[config.mk]
export PLATFORM = sky130hd
export DESIGN_NAME = bakery_ticket_lock_arbiter_flat
export DESIGN_NICKNAME = d
export VERILOG_FILES = /design/src/hdl/bta_pkg.sv /design/src/hdl/bta_if.sv /design/src/hdl/bta_cell.sv /design/src/hdl/bakery_ticket_lock_arbiter.sv /design/src/flat_wrapper.sv
export SDC_FILE = /design/constraint.sdc
export NUM_CORES = 2
export LEC_CHECK = 0
export BUFFER_PORTS_ARGS = -buffer_cell sky130_fd_sc_hd__buf_4
export CAP_MARGIN = 20
export CORE_MARGIN = 10
export CORE_UTILIZATION = 50
export DETAILED_ROUTE_END_ITERATION = 8
export HOLD_SLACK_MARGIN = 0.15
export PLACE_DENSITY = 0.66
export REMOVE_ABC_BUFFERS = 1
export SETUP_SLACK_MARGIN = 0.15
export SKIP_CTS_REPAIR_TIMING = 1
export SLEW_MARGIN = 20
export SYNTH_ARGS = -nofsm -noshare
export SYNTH_HDL_FRONTEND = slang
export SYNTH_HIERARCHICAL = 1
export SYNTH_SLANG_ARGS = --single-unit
[constraint.sdc]
create_clock -name clk -period 3.4 [get_ports clk]
set_clock_uncertainty 0.2 [all_clocks]
set_input_delay 0.17 -clock clk [delete_from_list [all_inputs] [get_ports clk]]
set_output_delay 0.17 -clock clk [all_outputs]
set_load 0.1 [all_outputs]
[src/hdl/bta_pkg.sv]
// Package: widths, codes and shared types of the bakery ticket lock arbiter.
`timescale 1ns / 1ps

package bta_pkg;

	localparam int MAX_THREADS = 16;
	localparam int TICKET_BITS = 16;

	localparam int REQ_W     = 2;
	localparam int TID_W     = 4;
	localparam int ACT_W     = 5;
	localparam int OUT_TKT_W = 16;
	localparam int ST_W      = 2;

	localparam int IDX_W = (MAX_THREADS > 1) ? $clog2(MAX_THREADS) : 1;
	localparam int CNT_W = $clog2(MAX_THREADS + 1);
	localparam int ID_W0 = (CNT_W > TID_W) ? CNT_W : TID_W;
	localparam int ID_W  = (ID_W0 > ACT_W) ? ID_W0 : ACT_W;

	localparam logic [TICKET_BITS-1:0] TICKET_MAX   = {TICKET_BITS{1'b1}};
	localparam logic [ACT_W-1:0]       ACTIVE_RESET = ACT_W'(16);

	typedef enum logic [REQ_W-1:0] {
		REQ_LOCK   = 2'd0,
		REQ_UNLOCK = 2'd1,
		REQ_POLL   = 2'd2
	} req_code_t;

	typedef enum logic [ST_W-1:0] {
		ST_OK    = 2'd0,
		ST_SAT   = 2'd1,
		ST_RANGE = 2'd2
	} status_code_t;

	typedef enum logic [1:0] {
		S_IDLE,
		S_SCAN,
		S_FIN
	} state_t;

	// running result handed along the chain of cells
	typedef struct packed {
		logic [TICKET_BITS-1:0] max_tkt;
		logic                   nz_other;
		logic                   blk_sat;
		logic                   blk_poll;
	} acc_t;

	// controls seen by every cell
	typedef struct packed {
		logic                   shift;
		logic [ID_W-1:0]        me;
		logic [TICKET_BITS-1:0] mine;
		logic [ID_W-1:0]        n_use;
		logic                   wr_en;
		logic [TICKET_BITS-1:0] wr_data;
	} bcast_t;

endpackage

[src/hdl/bta_if.sv]
// Interfaces: request and response channels with valid/ready handshake.
`timescale 1ns / 1ps

interface bta_req_if import bta_pkg::*; ();
	logic             valid;
	logic             ready;
	logic [REQ_W-1:0] req_type;
	logic [TID_W-1:0] thread_id;

	modport source (output valid, req_type, thread_id, input ready);
	modport sink   (input valid, req_type, thread_id, output ready);
endinterface

interface bta_rsp_if import bta_pkg::*; ();
	logic                 valid;
	logic                 ready;
	logic [OUT_TKT_W-1:0] ticket;
	logic                 granted;
	logic [ST_W-1:0]      status;

	modport source (output valid, ticket, granted, status, input ready);
	modport sink   (input valid, ticket, granted, status, output ready);
endinterface

[src/hdl/bta_cell.sv]
// Cell: one thread's ticket and one step of the maximum and priority scan.
`timescale 1ns / 1ps

module bta_cell import bta_pkg::*; (
	input  logic                   clk,
	input  logic                   arst_n,
	input  logic [ID_W-1:0]        idx,
	input  bcast_t                 bc,
	input  acc_t                   acc_in,
	output acc_t                   acc_out,
	output logic [TICKET_BITS-1:0] tkt
);

	logic [TICKET_BITS-1:0] tkt_q;
	acc_t                   acc_q;
	acc_t                   acc_nxt;
	logic                   counts;

	always_comb begin
		counts  = (idx < bc.n_use) && (idx != bc.me) && (tkt_q != '0);
		acc_nxt = acc_in;
		if ((idx < bc.n_use) && (tkt_q > acc_in.max_tkt)) begin
			acc_nxt.max_tkt = tkt_q;
		end
		if (counts) begin
			acc_nxt.nz_other = 1'b1;
			if ((tkt_q != TICKET_MAX) || (idx < bc.me)) begin
				acc_nxt.blk_sat = 1'b1;
			end
			if ((tkt_q < bc.mine) || ((tkt_q == bc.mine) && (idx < bc.me))) begin
				acc_nxt.blk_poll = 1'b1;
			end
		end
	end

	always_ff @(posedge clk or negedge arst_n) begin
		if (!arst_n) begin
			tkt_q <= '0;
			acc_q <= '0;
		end else begin
			if (bc.wr_en && (bc.me == idx)) begin
				tkt_q <= bc.wr_data;
			end
			if (bc.shift) begin
				acc_q <= acc_nxt;
			end
		end
	end

	assign acc_out = acc_q;
	assign tkt     = tkt_q;

endmodule

[src/hdl/bakery_ticket_lock_arbiter.sv]
// Top level: bakery ticket lock arbiter with a scan chain of per-thread cells.
`timescale 1ns / 1ps
//
//  channel  dir  payload                           handshake
//  req      in   req_type[1:0], thread_id[3:0]     valid/ready
//  rsp      out  ticket[15:0], granted, status     valid/ready
//  cfg      in   cfg_wdata[4:0] (active_threads)   cfg_we
//
//  Lock and poll requests are accepted, pass through each cell of the scan chain
//  and then finish. Unlock and out-of-range requests skip the scan and finish.
//  One request is in flight at a time; a finished response waits in the output
//  register while the next request is accepted. Reset clears all tickets and sets
//  active_threads to 16. A stalled response holds the finish step until taken.

module bakery_ticket_lock_arbiter import bta_pkg::*; (
	input  logic             clk,
	input  logic             arst_n,
	input  logic             cfg_we,
	input  logic [ACT_W-1:0] cfg_wdata,
	bta_req_if.sink          req,
	bta_rsp_if.source        rsp
);

	state_t                 state_q;
	state_t                 state_nxt;
	logic [ACT_W-1:0]       active_q;
	logic [IDX_W-1:0]       cnt_q;
	logic [ID_W-1:0]        me_q;
	logic [REQ_W-1:0]       req_q;
	logic [TICKET_BITS-1:0] mine_q;
	logic                   range_q;

	logic                   rsp_valid_q;
	logic [OUT_TKT_W-1:0]   rsp_ticket_q;
	logic                   rsp_granted_q;
	logic [ST_W-1:0]        rsp_status_q;

	logic [ID_W-1:0]        n_use;
	logic [ID_W-1:0]        id_ext;
	logic [TICKET_BITS-1:0] mine_sel;
	logic                   accept;
	logic                   fin_fire;
	logic                   scan_en;
	logic                   skip_scan;

	logic [TICKET_BITS-1:0] new_tkt;
	logic                   sat;
	logic [OUT_TKT_W-1:0]   res_ticket;
	logic                   res_granted;
	logic [ST_W-1:0]        res_status;
	logic                   wr_en;
	logic [TICKET_BITS-1:0] wr_data;

	bcast_t                 bc;
	acc_t                   acc_chain [MAX_THREADS+1];
	logic [TICKET_BITS-1:0] tkts      [MAX_THREADS];

	assign n_use  = (ID_W'(active_q) > ID_W'(MAX_THREADS)) ? ID_W'(MAX_THREADS)
	                                                       : ID_W'(active_q);
	assign id_ext = ID_W'(req.thread_id);
	assign accept = req.valid && req.ready;
	assign skip_scan = (id_ext >= n_use) || (req.req_type == REQ_UNLOCK);

	always_comb begin
		mine_sel = '0;
		for (int k = 0; k < MAX_THREADS; k++) begin
			if (ID_W'(k) == id_ext) begin
				mine_sel = tkts[k];
			end
		end
	end

	// next state
	always_comb begin
		state_nxt = state_q;
		case (state_q)
			S_IDLE: begin
				if (accept) begin
					state_nxt = skip_scan ? S_FIN : S_SCAN;
				end
			end
			S_SCAN: begin
				if (cnt_q == IDX_W'(MAX_THREADS - 1)) begin
					state_nxt = S_FIN;
				end
			end
			S_FIN: begin
				if (fin_fire) begin
					state_nxt = S_IDLE;
				end
			end
			default: state_nxt = S_IDLE;
		endcase
	end

	// outputs of the sequencer
	always_comb begin
		req.ready = 1'b0;
		scan_en   = 1'b0;
		fin_fire  = 1'b0;
		case (state_q)
			S_IDLE: req.ready = 1'b1;
			S_SCAN: scan_en   = 1'b1;
			S_FIN:  fin_fire  = !rsp_valid_q || rsp.ready;
			default: begin
				req.ready = 1'b0;
			end
		endcase
	end

	always_comb begin
		sat         = (acc_chain[MAX_THREADS].max_tkt == TICKET_MAX);
		new_tkt     = sat ? TICKET_MAX : acc_chain[MAX_THREADS].max_tkt + 1'b1;
		res_ticket  = '0;
		res_granted = 1'b0;
		res_status  = ST_OK;
		wr_en       = 1'b0;
		wr_data     = '0;
		if (range_q) begin
			res_status = ST_RANGE;
		end else begin
			case (req_q)
				REQ_LOCK: begin
					res_ticket  = OUT_TKT_W'(new_tkt);
					res_granted = sat ? !acc_chain[MAX_THREADS].blk_sat
					                  : !acc_chain[MAX_THREADS].nz_other;
					res_status  = sat ? ST_SAT : ST_OK;
					wr_en       = fin_fire;
					wr_data     = new_tkt;
				end
				REQ_UNLOCK: begin
					wr_en = fin_fire;
				end
				default: begin
					res_ticket  = OUT_TKT_W'(mine_q);
					res_granted = (mine_q != '0) && !acc_chain[MAX_THREADS].blk_poll;
				end
			endcase
		end
	end

	assign bc.shift   = scan_en;
	assign bc.me      = me_q;
	assign bc.mine    = mine_q;
	assign bc.n_use   = n_use;
	assign bc.wr_en   = wr_en;
	assign bc.wr_data = wr_data;

	assign acc_chain[0] = '0;

	for (genvar k = 0; k < MAX_THREADS; k++) begin : g_cell
		bta_cell u_cell (
			.clk     (clk),
			.arst_n  (arst_n),
			.idx     (ID_W'(k)),
			.bc      (bc),
			.acc_in  (acc_chain[k]),
			.acc_out (acc_chain[k+1]),
			.tkt     (tkts[k])
		);
	end

	always_ff @(posedge clk or negedge arst_n) begin
		if (!arst_n) begin
			state_q     <= S_IDLE;
			active_q    <= ACTIVE_RESET;
			cnt_q       <= '0;
			rsp_valid_q <= 1'b0;
		end else begin
			state_q <= state_nxt;
			if (cfg_we) begin
				active_q <= cfg_wdata;
			end
			if (accept) begin
				cnt_q <= '0;
			end else if (scan_en) begin
				cnt_q <= cnt_q + 1'b1;
			end
			if (fin_fire) begin
				rsp_valid_q <= 1'b1;
			end else if (rsp.ready) begin
				rsp_valid_q <= 1'b0;
			end
		end
	end

	always_ff @(posedge clk) begin
		if (accept) begin
			me_q    <= id_ext;
			req_q   <= req.req_type;
			mine_q  <= mine_sel;
			range_q <= id_ext >= n_use;
		end
		if (fin_fire) begin
			rsp_ticket_q  <= res_ticket;
			rsp_granted_q <= res_granted;
			rsp_status_q  <= res_status;
		end
	end

	assign rsp.valid   = rsp_valid_q;
	assign rsp.ticket  = rsp_ticket_q;
	assign rsp.granted = rsp_granted_q;
	assign rsp.status  = rsp_status_q;

	a_busy_after_accept: assert property (@(posedge clk) disable iff (!arst_n)
		accept |=> !req.ready)
		else $error("request accepted while a request is in flight");

	a_range_result: assert property (@(posedge clk) disable iff (!arst_n)
		(rsp.valid && (rsp.status == ST_RANGE)) |-> ((rsp.ticket == '0) && !rsp.granted))
		else $error("out-of-range response carries a ticket or grant");

	a_grant_needs_ticket: assert property (@(posedge clk) disable iff (!arst_n)
		(rsp.valid && rsp.granted) |-> (rsp.ticket != '0))
		else $error("grant without a ticket");

	a_sat_ticket: assert property (@(posedge clk) disable iff (!arst_n)
		(rsp.valid && (rsp.status == ST_SAT)) |-> (rsp.ticket == OUT_TKT_W'(TICKET_MAX)))
		else $error("saturated response without maximum ticket");

endmodule

[src/flat_wrapper.sv]
// flat-port wrapper written by rule: the top's interface ports become plain ports
module bakery_ticket_lock_arbiter_flat import bta_pkg::*;
  (clk, arst_n, cfg_we, cfg_wdata, req_valid, req_req_type, req_thread_id, req_ready, rsp_valid, rsp_ticket, rsp_granted, rsp_status, rsp_ready);
  bta_req_if req_i ();
  bta_rsp_if rsp_i ();
  input  logic clk;
  input  logic arst_n;
  input  logic cfg_we;
  input  logic [ACT_W-1:0] cfg_wdata;
  input wire logic [$bits(req_i.valid)-1:0] req_valid;
  input wire logic [$bits(req_i.req_type)-1:0] req_req_type;
  input wire logic [$bits(req_i.thread_id)-1:0] req_thread_id;
  output wire logic [$bits(req_i.ready)-1:0] req_ready;
  output wire logic [$bits(rsp_i.valid)-1:0] rsp_valid;
  output wire logic [$bits(rsp_i.ticket)-1:0] rsp_ticket;
  output wire logic [$bits(rsp_i.granted)-1:0] rsp_granted;
  output wire logic [$bits(rsp_i.status)-1:0] rsp_status;
  input wire logic [$bits(rsp_i.ready)-1:0] rsp_ready;
  assign req_i.valid = req_valid;
  assign req_i.req_type = req_req_type;
  assign req_i.thread_id = req_thread_id;
  assign req_ready = req_i.ready;
  assign rsp_valid = rsp_i.valid;
  assign rsp_ticket = rsp_i.ticket;
  assign rsp_granted = rsp_i.granted;
  assign rsp_status = rsp_i.status;
  assign rsp_i.ready = rsp_ready;
  bakery_ticket_lock_arbiter u_core (.clk(clk), .arst_n(arst_n), .cfg_we(cfg_we), .cfg_wdata(cfg_wdata), .req(req_i), .rsp(rsp_i));
endmodule
# Yosys cells after proc, flatten, opt, wreduce, memory -nomap -nowiden
# Index checks and enable logic that the tools add are counted.
word_totals:
  regBits: 614
  inputBits: 16
op_classes:
  add_sub_neg: 2
  n_lt_le_gt_ge: 66
  eq_ne: 86
  mux: 103
  n_bitwise: 1
  n_reduce_logical: 147
ops:
  columns: ["op", "count"]
  rows:
  - ["$mux 16", 35]
  - ["$reduce_bool 16->1", 17]
  - ["$eq 16x16->1", 16]
  - ["$lt 16x16->1", 16]
  - ["$ne 16x16->1 const B", 16]
  - ["$gt 16x16->1", 15]
  - ["$logic_and 1x1->1", 82]
  - ["$mux 3", 16]
  - ["$mux 1", 41]
  - ["$lt 4x5->1 const A", 8]
  - ["$eq 4x4->1 const B", 9]
  - ["$logic_or 1x1->1", 34]
  - ["$eq 4x4->1 const A", 8]
  - ["$lt 4x4->1 const A", 8]
  - ["$ne 4x4->1 const A", 8]
  - ["$pmux 16 s2", 1]
  - ["$lt 3x5->1 const A", 4]
  - ["$add 16x1->16 const B", 1]
  - ["$eq 16x16->1 const B", 1]
  - ["$eq 3x4->1 const A", 4]
  - ["$eq 4x3->1 const B", 4]
  - ["$gt 16x1->1 const B", 1]
  - ["$lt 3x4->1 const A", 4]
  - ["$ne 3x4->1 const A", 4]
  - ["other kinds (29)", 52]

# Depth between registers and ports, before layout
logic_depth:
  word_depth: 17
  depth_mapped: 13

# Cells and area by module
# The synthesis kept the hierarchy.
by_module_without_submodules:
  columns: ["module", "n_inst", "cells_each", "area_per_inst_um2"]
  rows:
  - ["bta_cell", 16, 292, 2605.0]
  - ["bakery_ticket_lock_arbiter", 1, 630, 5337.6]

# Least setup slack after synthesis
# No wires, ideal clock.
synth_path:
  kind: "flip-flop to flip-flop"
  from: "register u_core.rsp_valid_q, in the netlist u_core/rsp.valid"
  to: "register u_core.g_cell[0].u_cell.tkt_q[10]"
  setup_time_ns: 0.125
  t_arrival_ns: 3.280
  required_ns: 3.075
  path_slack_ns: -0.204
  stages_incl_launch_ff: 7
  n_path_buf: 1
  path_cell_list: "dfrtp_1 inv_1 nor2_1 nor4_1 nand4_1 buf_2 mux2_2"
synth_via:
  elab_chain_len: 6
synth_rtl:
  columns: ["element", "line_no", "source"]
  rows:
  - ["start: declaration", "bakery_ticket_lock_arbiter.sv:33", "logic rsp_valid_q;"]
  - ["start signal: assignment", "bakery_ticket_lock_arbiter.sv:168", "rsp_valid_q <= 1'b0;"]
  - ["start signal: assignment", "bakery_ticket_lock_arbiter.sv:180", "rsp_valid_q <= 1'b1;"]
  - ["start signal: assignment", "bakery_ticket_lock_arbiter.sv:182", "rsp_valid_q <= 1'b0;"]
  - ["$logic_not 1->1", "bakery_ticket_lock_arbiter.sv:104", "S_FIN: fin_fire = !rsp_valid_q || rsp.ready;"]
  - ["$logic_or 1x1->1", "bakery_ticket_lock_arbiter.sv:104", null]
  - ["$mux 1", "bakery_ticket_lock_arbiter.sv:101", "case (state_q)"]
  - ["$mux 1", "bakery_ticket_lock_arbiter.sv:122", "case (req_q)"]
  - ["$mux 1", "bakery_ticket_lock_arbiter.sv:119", "if (range_q) begin"]
  - ["named net u_core.wr_en", "bakery_ticket_lock_arbiter.sv:51", "logic wr_en;"]
  - ["$logic_and 1x1->1", "bta_cell.sv:41", "if (bc.wr_en && (bc.me == idx)) begin"]
  - ["end signal: assignment", "bta_cell.sv:42", "tkt_q <= bc.wr_data;"]
  - ["end: declaration", "bta_cell.sv:14", "logic [TICKET_BITS-1:0] tkt_q;"]
# The timed path passes the listed nets, and every way through them passes these cells.
# A chain may end at the register's enable or synchronous reset.

# Final worst setup path
layout_path:
  from: "register u_core.active_q[4]"
  to: "register u_core.g_cell[15].u_cell.acc_q (netlist bit u_core/g_cell[15].u_cell/acc_out[4])"
layout_via:
  elab_chain_len: 5
layout_rtl:
  columns: ["element", "line_no", "source"]
  rows:
  - ["start: declaration", "bakery_ticket_lock_arbiter.sv:26", "logic [ACT_W-1:0] active_q;"]
  - ["start signal: assignment", "bakery_ticket_lock_arbiter.sv:172", "active_q <= cfg_wdata;"]
  - ["$gt 5x5->1", "bakery_ticket_lock_arbiter.sv:58", "assign n_use = (ID_W'(active_q) > ID_W'(MAX_THREADS)) ? ID_W'(MAX_THREADS)"]
  - ["$mux 5", "bakery_ticket_lock_arbiter.sv:58", null]
  - ["named net u_core.n_use[2]", "bakery_ticket_lock_arbiter.sv:38", "logic [ID_W-1:0] n_use;"]
  - ["$lt 4x5->1", "bta_cell.sv:22", "if ((idx < bc.n_use) && (tkt_q > acc_in.max_tkt)) begin"]
  - ["$logic_and 1x1->1", "bta_cell.sv:22", null]
  - ["$mux 16", "bta_cell.sv:22", null]
  - ["end signal: assignment", "bta_cell.sv:45", "acc_q <= acc_nxt;"]
  - ["end: declaration", "bta_cell.sv:15", "acc_t acc_q;"]
# The timed path passes the listed nets, and every way through them passes these cells.

==> impl_metrics.toml <==
[outcome]
outcome = "complete, no violations"

[clock_tree]
clk_pin_slew_worst_paths_ns = 0.07
cts.path.max_buffers = 3
cts_root_buf = "clkbuf_16"
h-tree-depth = 3
cts_buffers = 74
clk_latency_ns = 0.66
cts.sinks = 614
cts_tree = "yes"

[logic_synthesis]
syn_area_mm2 = 0.0470
netlist_instances = 5302
yosys_warnings = 6
avgSynthCellArea_um2 = 8.87
synthArstFlopShare_pct = 93.2
ys_top_cells_by_area = "dfrtp_1, ha_1, mux2_2, inv_1, a31oi_1"
synthDistinctLibCells = 69
synth_edf_count = 42
synth_top_area_share_pct = 30.4
ys_seq_area_share_pct = 33.1
ys.flop_type = "dfrtp_1"
synth_top_cell_by_area = "dfrtp_1"
synth_seq_cells = 614

[setup_path]
path_class = "register to register"
worstPathCellList = "inv_1 > nand2_1 > clkinvlp_4 > buf_4 > inv_1 > ha_1 > a21o_1 > a31oi_1 > o21ai_1 > or2_0 > buf_4 > o21ai_1 > a31oi_1"
setup.worst_path.start_class = "register"
worstRegToRegCells = 13
critPathBufInv = 5
reg2reg_from = "u_core/active_q[4]"
slowest_delay_ns = 0.53
worstSetupEndpointType = "register"
ff2ff_setup_slack_ns = 0.21
crit_fanout = 16
arrival_ns = 3.50
critPathTopFamily = "compound AO/OA/AOI/OAI gates"
cp.required_ns = 3.70
crit_slowest_cell = "dfstp_2"
r2r-end = "u_core/g_cell[15].u_cell/acc_out[4]"

[timing]
worst_slew_pin_slew_ns = 0.993
setup_tns_ns = 0
setup_ws_ns = 0.209
rsz0062_at_grt = "yes"
slew_headroom_pct = 33.8
fin_crit_sh_pct = 93.8
final_hold_viol_count = 0
finalMaxSlewViolations = 0
clock.fmax_mhz = 313
setup_violations = 0
hold_ws_ns = 0.151
period_needed_ns = 3.19

[job]
cap_violations = 0

[route]
antenna_left = 0
drc = 0
routed_wl_mm = 174
vias = 44367
first_pass_iters = 6
drt_iter0_markers = 5257
wl_per_cell_um = 24.6
via_per_inst = 6.29

[power_and_ir_drop]
ir_drop_v = 0.000879
p_per_area_mw_per_mm2 = 601
power_uw = 32400
leakage_uw = 0.0273

[floorplanning]
dieHeight_um = 327
coreArea_mm2 = 0.0933
die_w_um = 327
start_util_pct = 50.4
ios = 37
num_rows = 112
die_area_mm2 = 0.107

[placement]
place.gp.congestion = 0.988
dpl-instance-area_mm2 = 0.0511
dpl_worst_slack_ns = -0.0130
place_hpwl_mm = 127
portBuffers = 36

[grt]
top_usage_layer = "met2"
grt_max_degree = 92
grt_use_met1_pct = 41.5
grt_pass1_vias = 41448
grt_pass1_wl_mm = 261
track_usage_pct = 31.5
antenna_found_initial = 9
groute.layer.met3.usage_pct = 6.62
grt.met2_usage_pct = 48.4
grt_overflow = 0

[min_path]
hp-class = "input pin to register"
hold_end = "u_core/state_q[0]"
min_from = "req_valid"
min_path_cells = 4

[cells_and_area]
layout-drive-gt1-share_pct = 14.2
fin_nets = 6426
syn2layout_area_growth_pct = 14.7
finalInstanceArea_mm2 = 0.0539
nFillCells = 8371
==> sequential cells by signal, indices dropped and copies added, names as in the netlist <==
register	flops
u_core/mine_q	16
u_core/rsp.status	2
u_core/rsp.granted	1
u_core/rsp.valid	1
u_core/me_q	4
u_core/state_q	2
u_core/g_cell.u_cell/acc_out	304
u_core/range_q	1
u_core/g_cell.u_cell/tkt	256
u_core/active_q	5
u_core/rsp.ticket	16
u_core/cnt_q	4
u_core/req_q	2
==> worst min-delay path: cells and delay by family <==
kind | cells | cell delay, ns
AOI/OAI and AO/OA | 1 | 0.06
buffers and inverters | 2 | 0.66
and+or+nand+nor | 1 | 0.07
==> synth_stat cells, types with 57 or more instances <==
master / count
nand2b_1: 61
mux2_2: 269
a21oi_1: 312
nor2b_1: 62
o21ai_0: 223
nor4_1: 121
a21o_1: 96
dfrtp_1: 571
nand3_1: 307
nand2_1: 159
a31oi_1: 295
clkbuf_1: 82
nor2_1: 382
inv_1: 688
o21ai_1: 160
buf_2: 90
nand4_1: 231
o211ai_1: 57
ha_1: 662
==> metrics by stage <==
stage | utilization, % | instances
5_1_grt | 57.8 | 7057
3_5_place_dp | 54.8 | 6898
6_report | 57.8 | 7059
4_1_cts | 57.4 | 7028
2_1_floorplan | - | 5283
3_3_place_gp | 54.8 | 6898
==> power by group <==
group | total [µW] | internal [µW] | switching, µW
clock network | 8260 | 4880 | 3380
registers | 11000 | 9080 | 1930
logic | 13100 | 4390 | 8740
==> layer usage <==
| metal | wire [µm] | vias to the layer above |
|---|---|---|
| met5 | 0 | - |
| met4 | 10300 | 0 |
| met3 | 17700 | 573 |
| met2 | 75800 | 2329 |
| met1 | 70100 | 21348 |
| li1 | - | 20117 |
==> worst max path at each step <==
stage,startpoint,end,slack [ns],cells after the start
6_report,u_core/active_q[4],u_core/g_cell[15].u_cell/acc_out[4],0.21,13
5_1_grt,u_core/active_q[4],u_core/g_cell[15].u_cell/acc_out[4],0.06,13
4_1_cts,u_core/active_q[4],u_core/g_cell[4].u_cell/acc_out[12],-0.06,11
3_5_place_dp,u_core/active_q[4],u_core/g_cell[4].u_cell/acc_out[12],-0.01,11
3_3_place_gp,u_core/active_q[4],u_core/g_cell[4].u_cell/acc_out[12],0.02,11
2_1_floorplan,u_core/state_q[1],u_core/g_cell[0].u_cell/acc_out[0],-6.89,4
==> kinds of logic after synthesis <==
group	Yosys count	share of synthesized area, %
mux	313	7.74
simple gates	1421	15.4
xor+xnor	8	0.149
fa+ha+maj	662	17.6
buf+inv	918	8.29
compound gates	1364	17.7
other cells	2	0.0160
flops	614	33.1
==> layout make-up <==
type | instances | area [µm²] | area share (%)
sequential | 614 | 15600 | 28.9
inverter | 690 | 2610 | 4.83
clock buffer | 100 | 2150 | 3.98
timing repair buffer | 389 | 3220 | 5.96
antenna | 3 | 7.51 | 0.0139
tap | 1254 | 1570 | 2.91
multi-input combinational | 3979 | 28500 | 52.8
clock inverter | 30 | 329 | 0.610
==> layout by cell type (no fill, tap or decap), drive strengths merged, types with 37 or more instances in the layout <==
| master | instances |
|---|---|
| inv | 690 |
| ha | 662 |
| dfrtp | 571 |
| o21ai | 400 |
| nor2 | 382 |
| buf | 364 |
| a21oi | 312 |
| nand3 | 307 |
| a31oi | 295 |
| mux2 | 270 |
| nand4 | 232 |
| conb | 211 |
| nand2 | 160 |
| nor4 | 122 |
| clkbuf | 100 |
| a21o | 96 |
| nor2b | 62 |
| nand2b | 61 |
| o211ai | 57 |
| edfxtp | 42 |
| o22ai | 39 |
| and3 | 37 |
No activity file was read; power rests on OpenSTA's default activity.
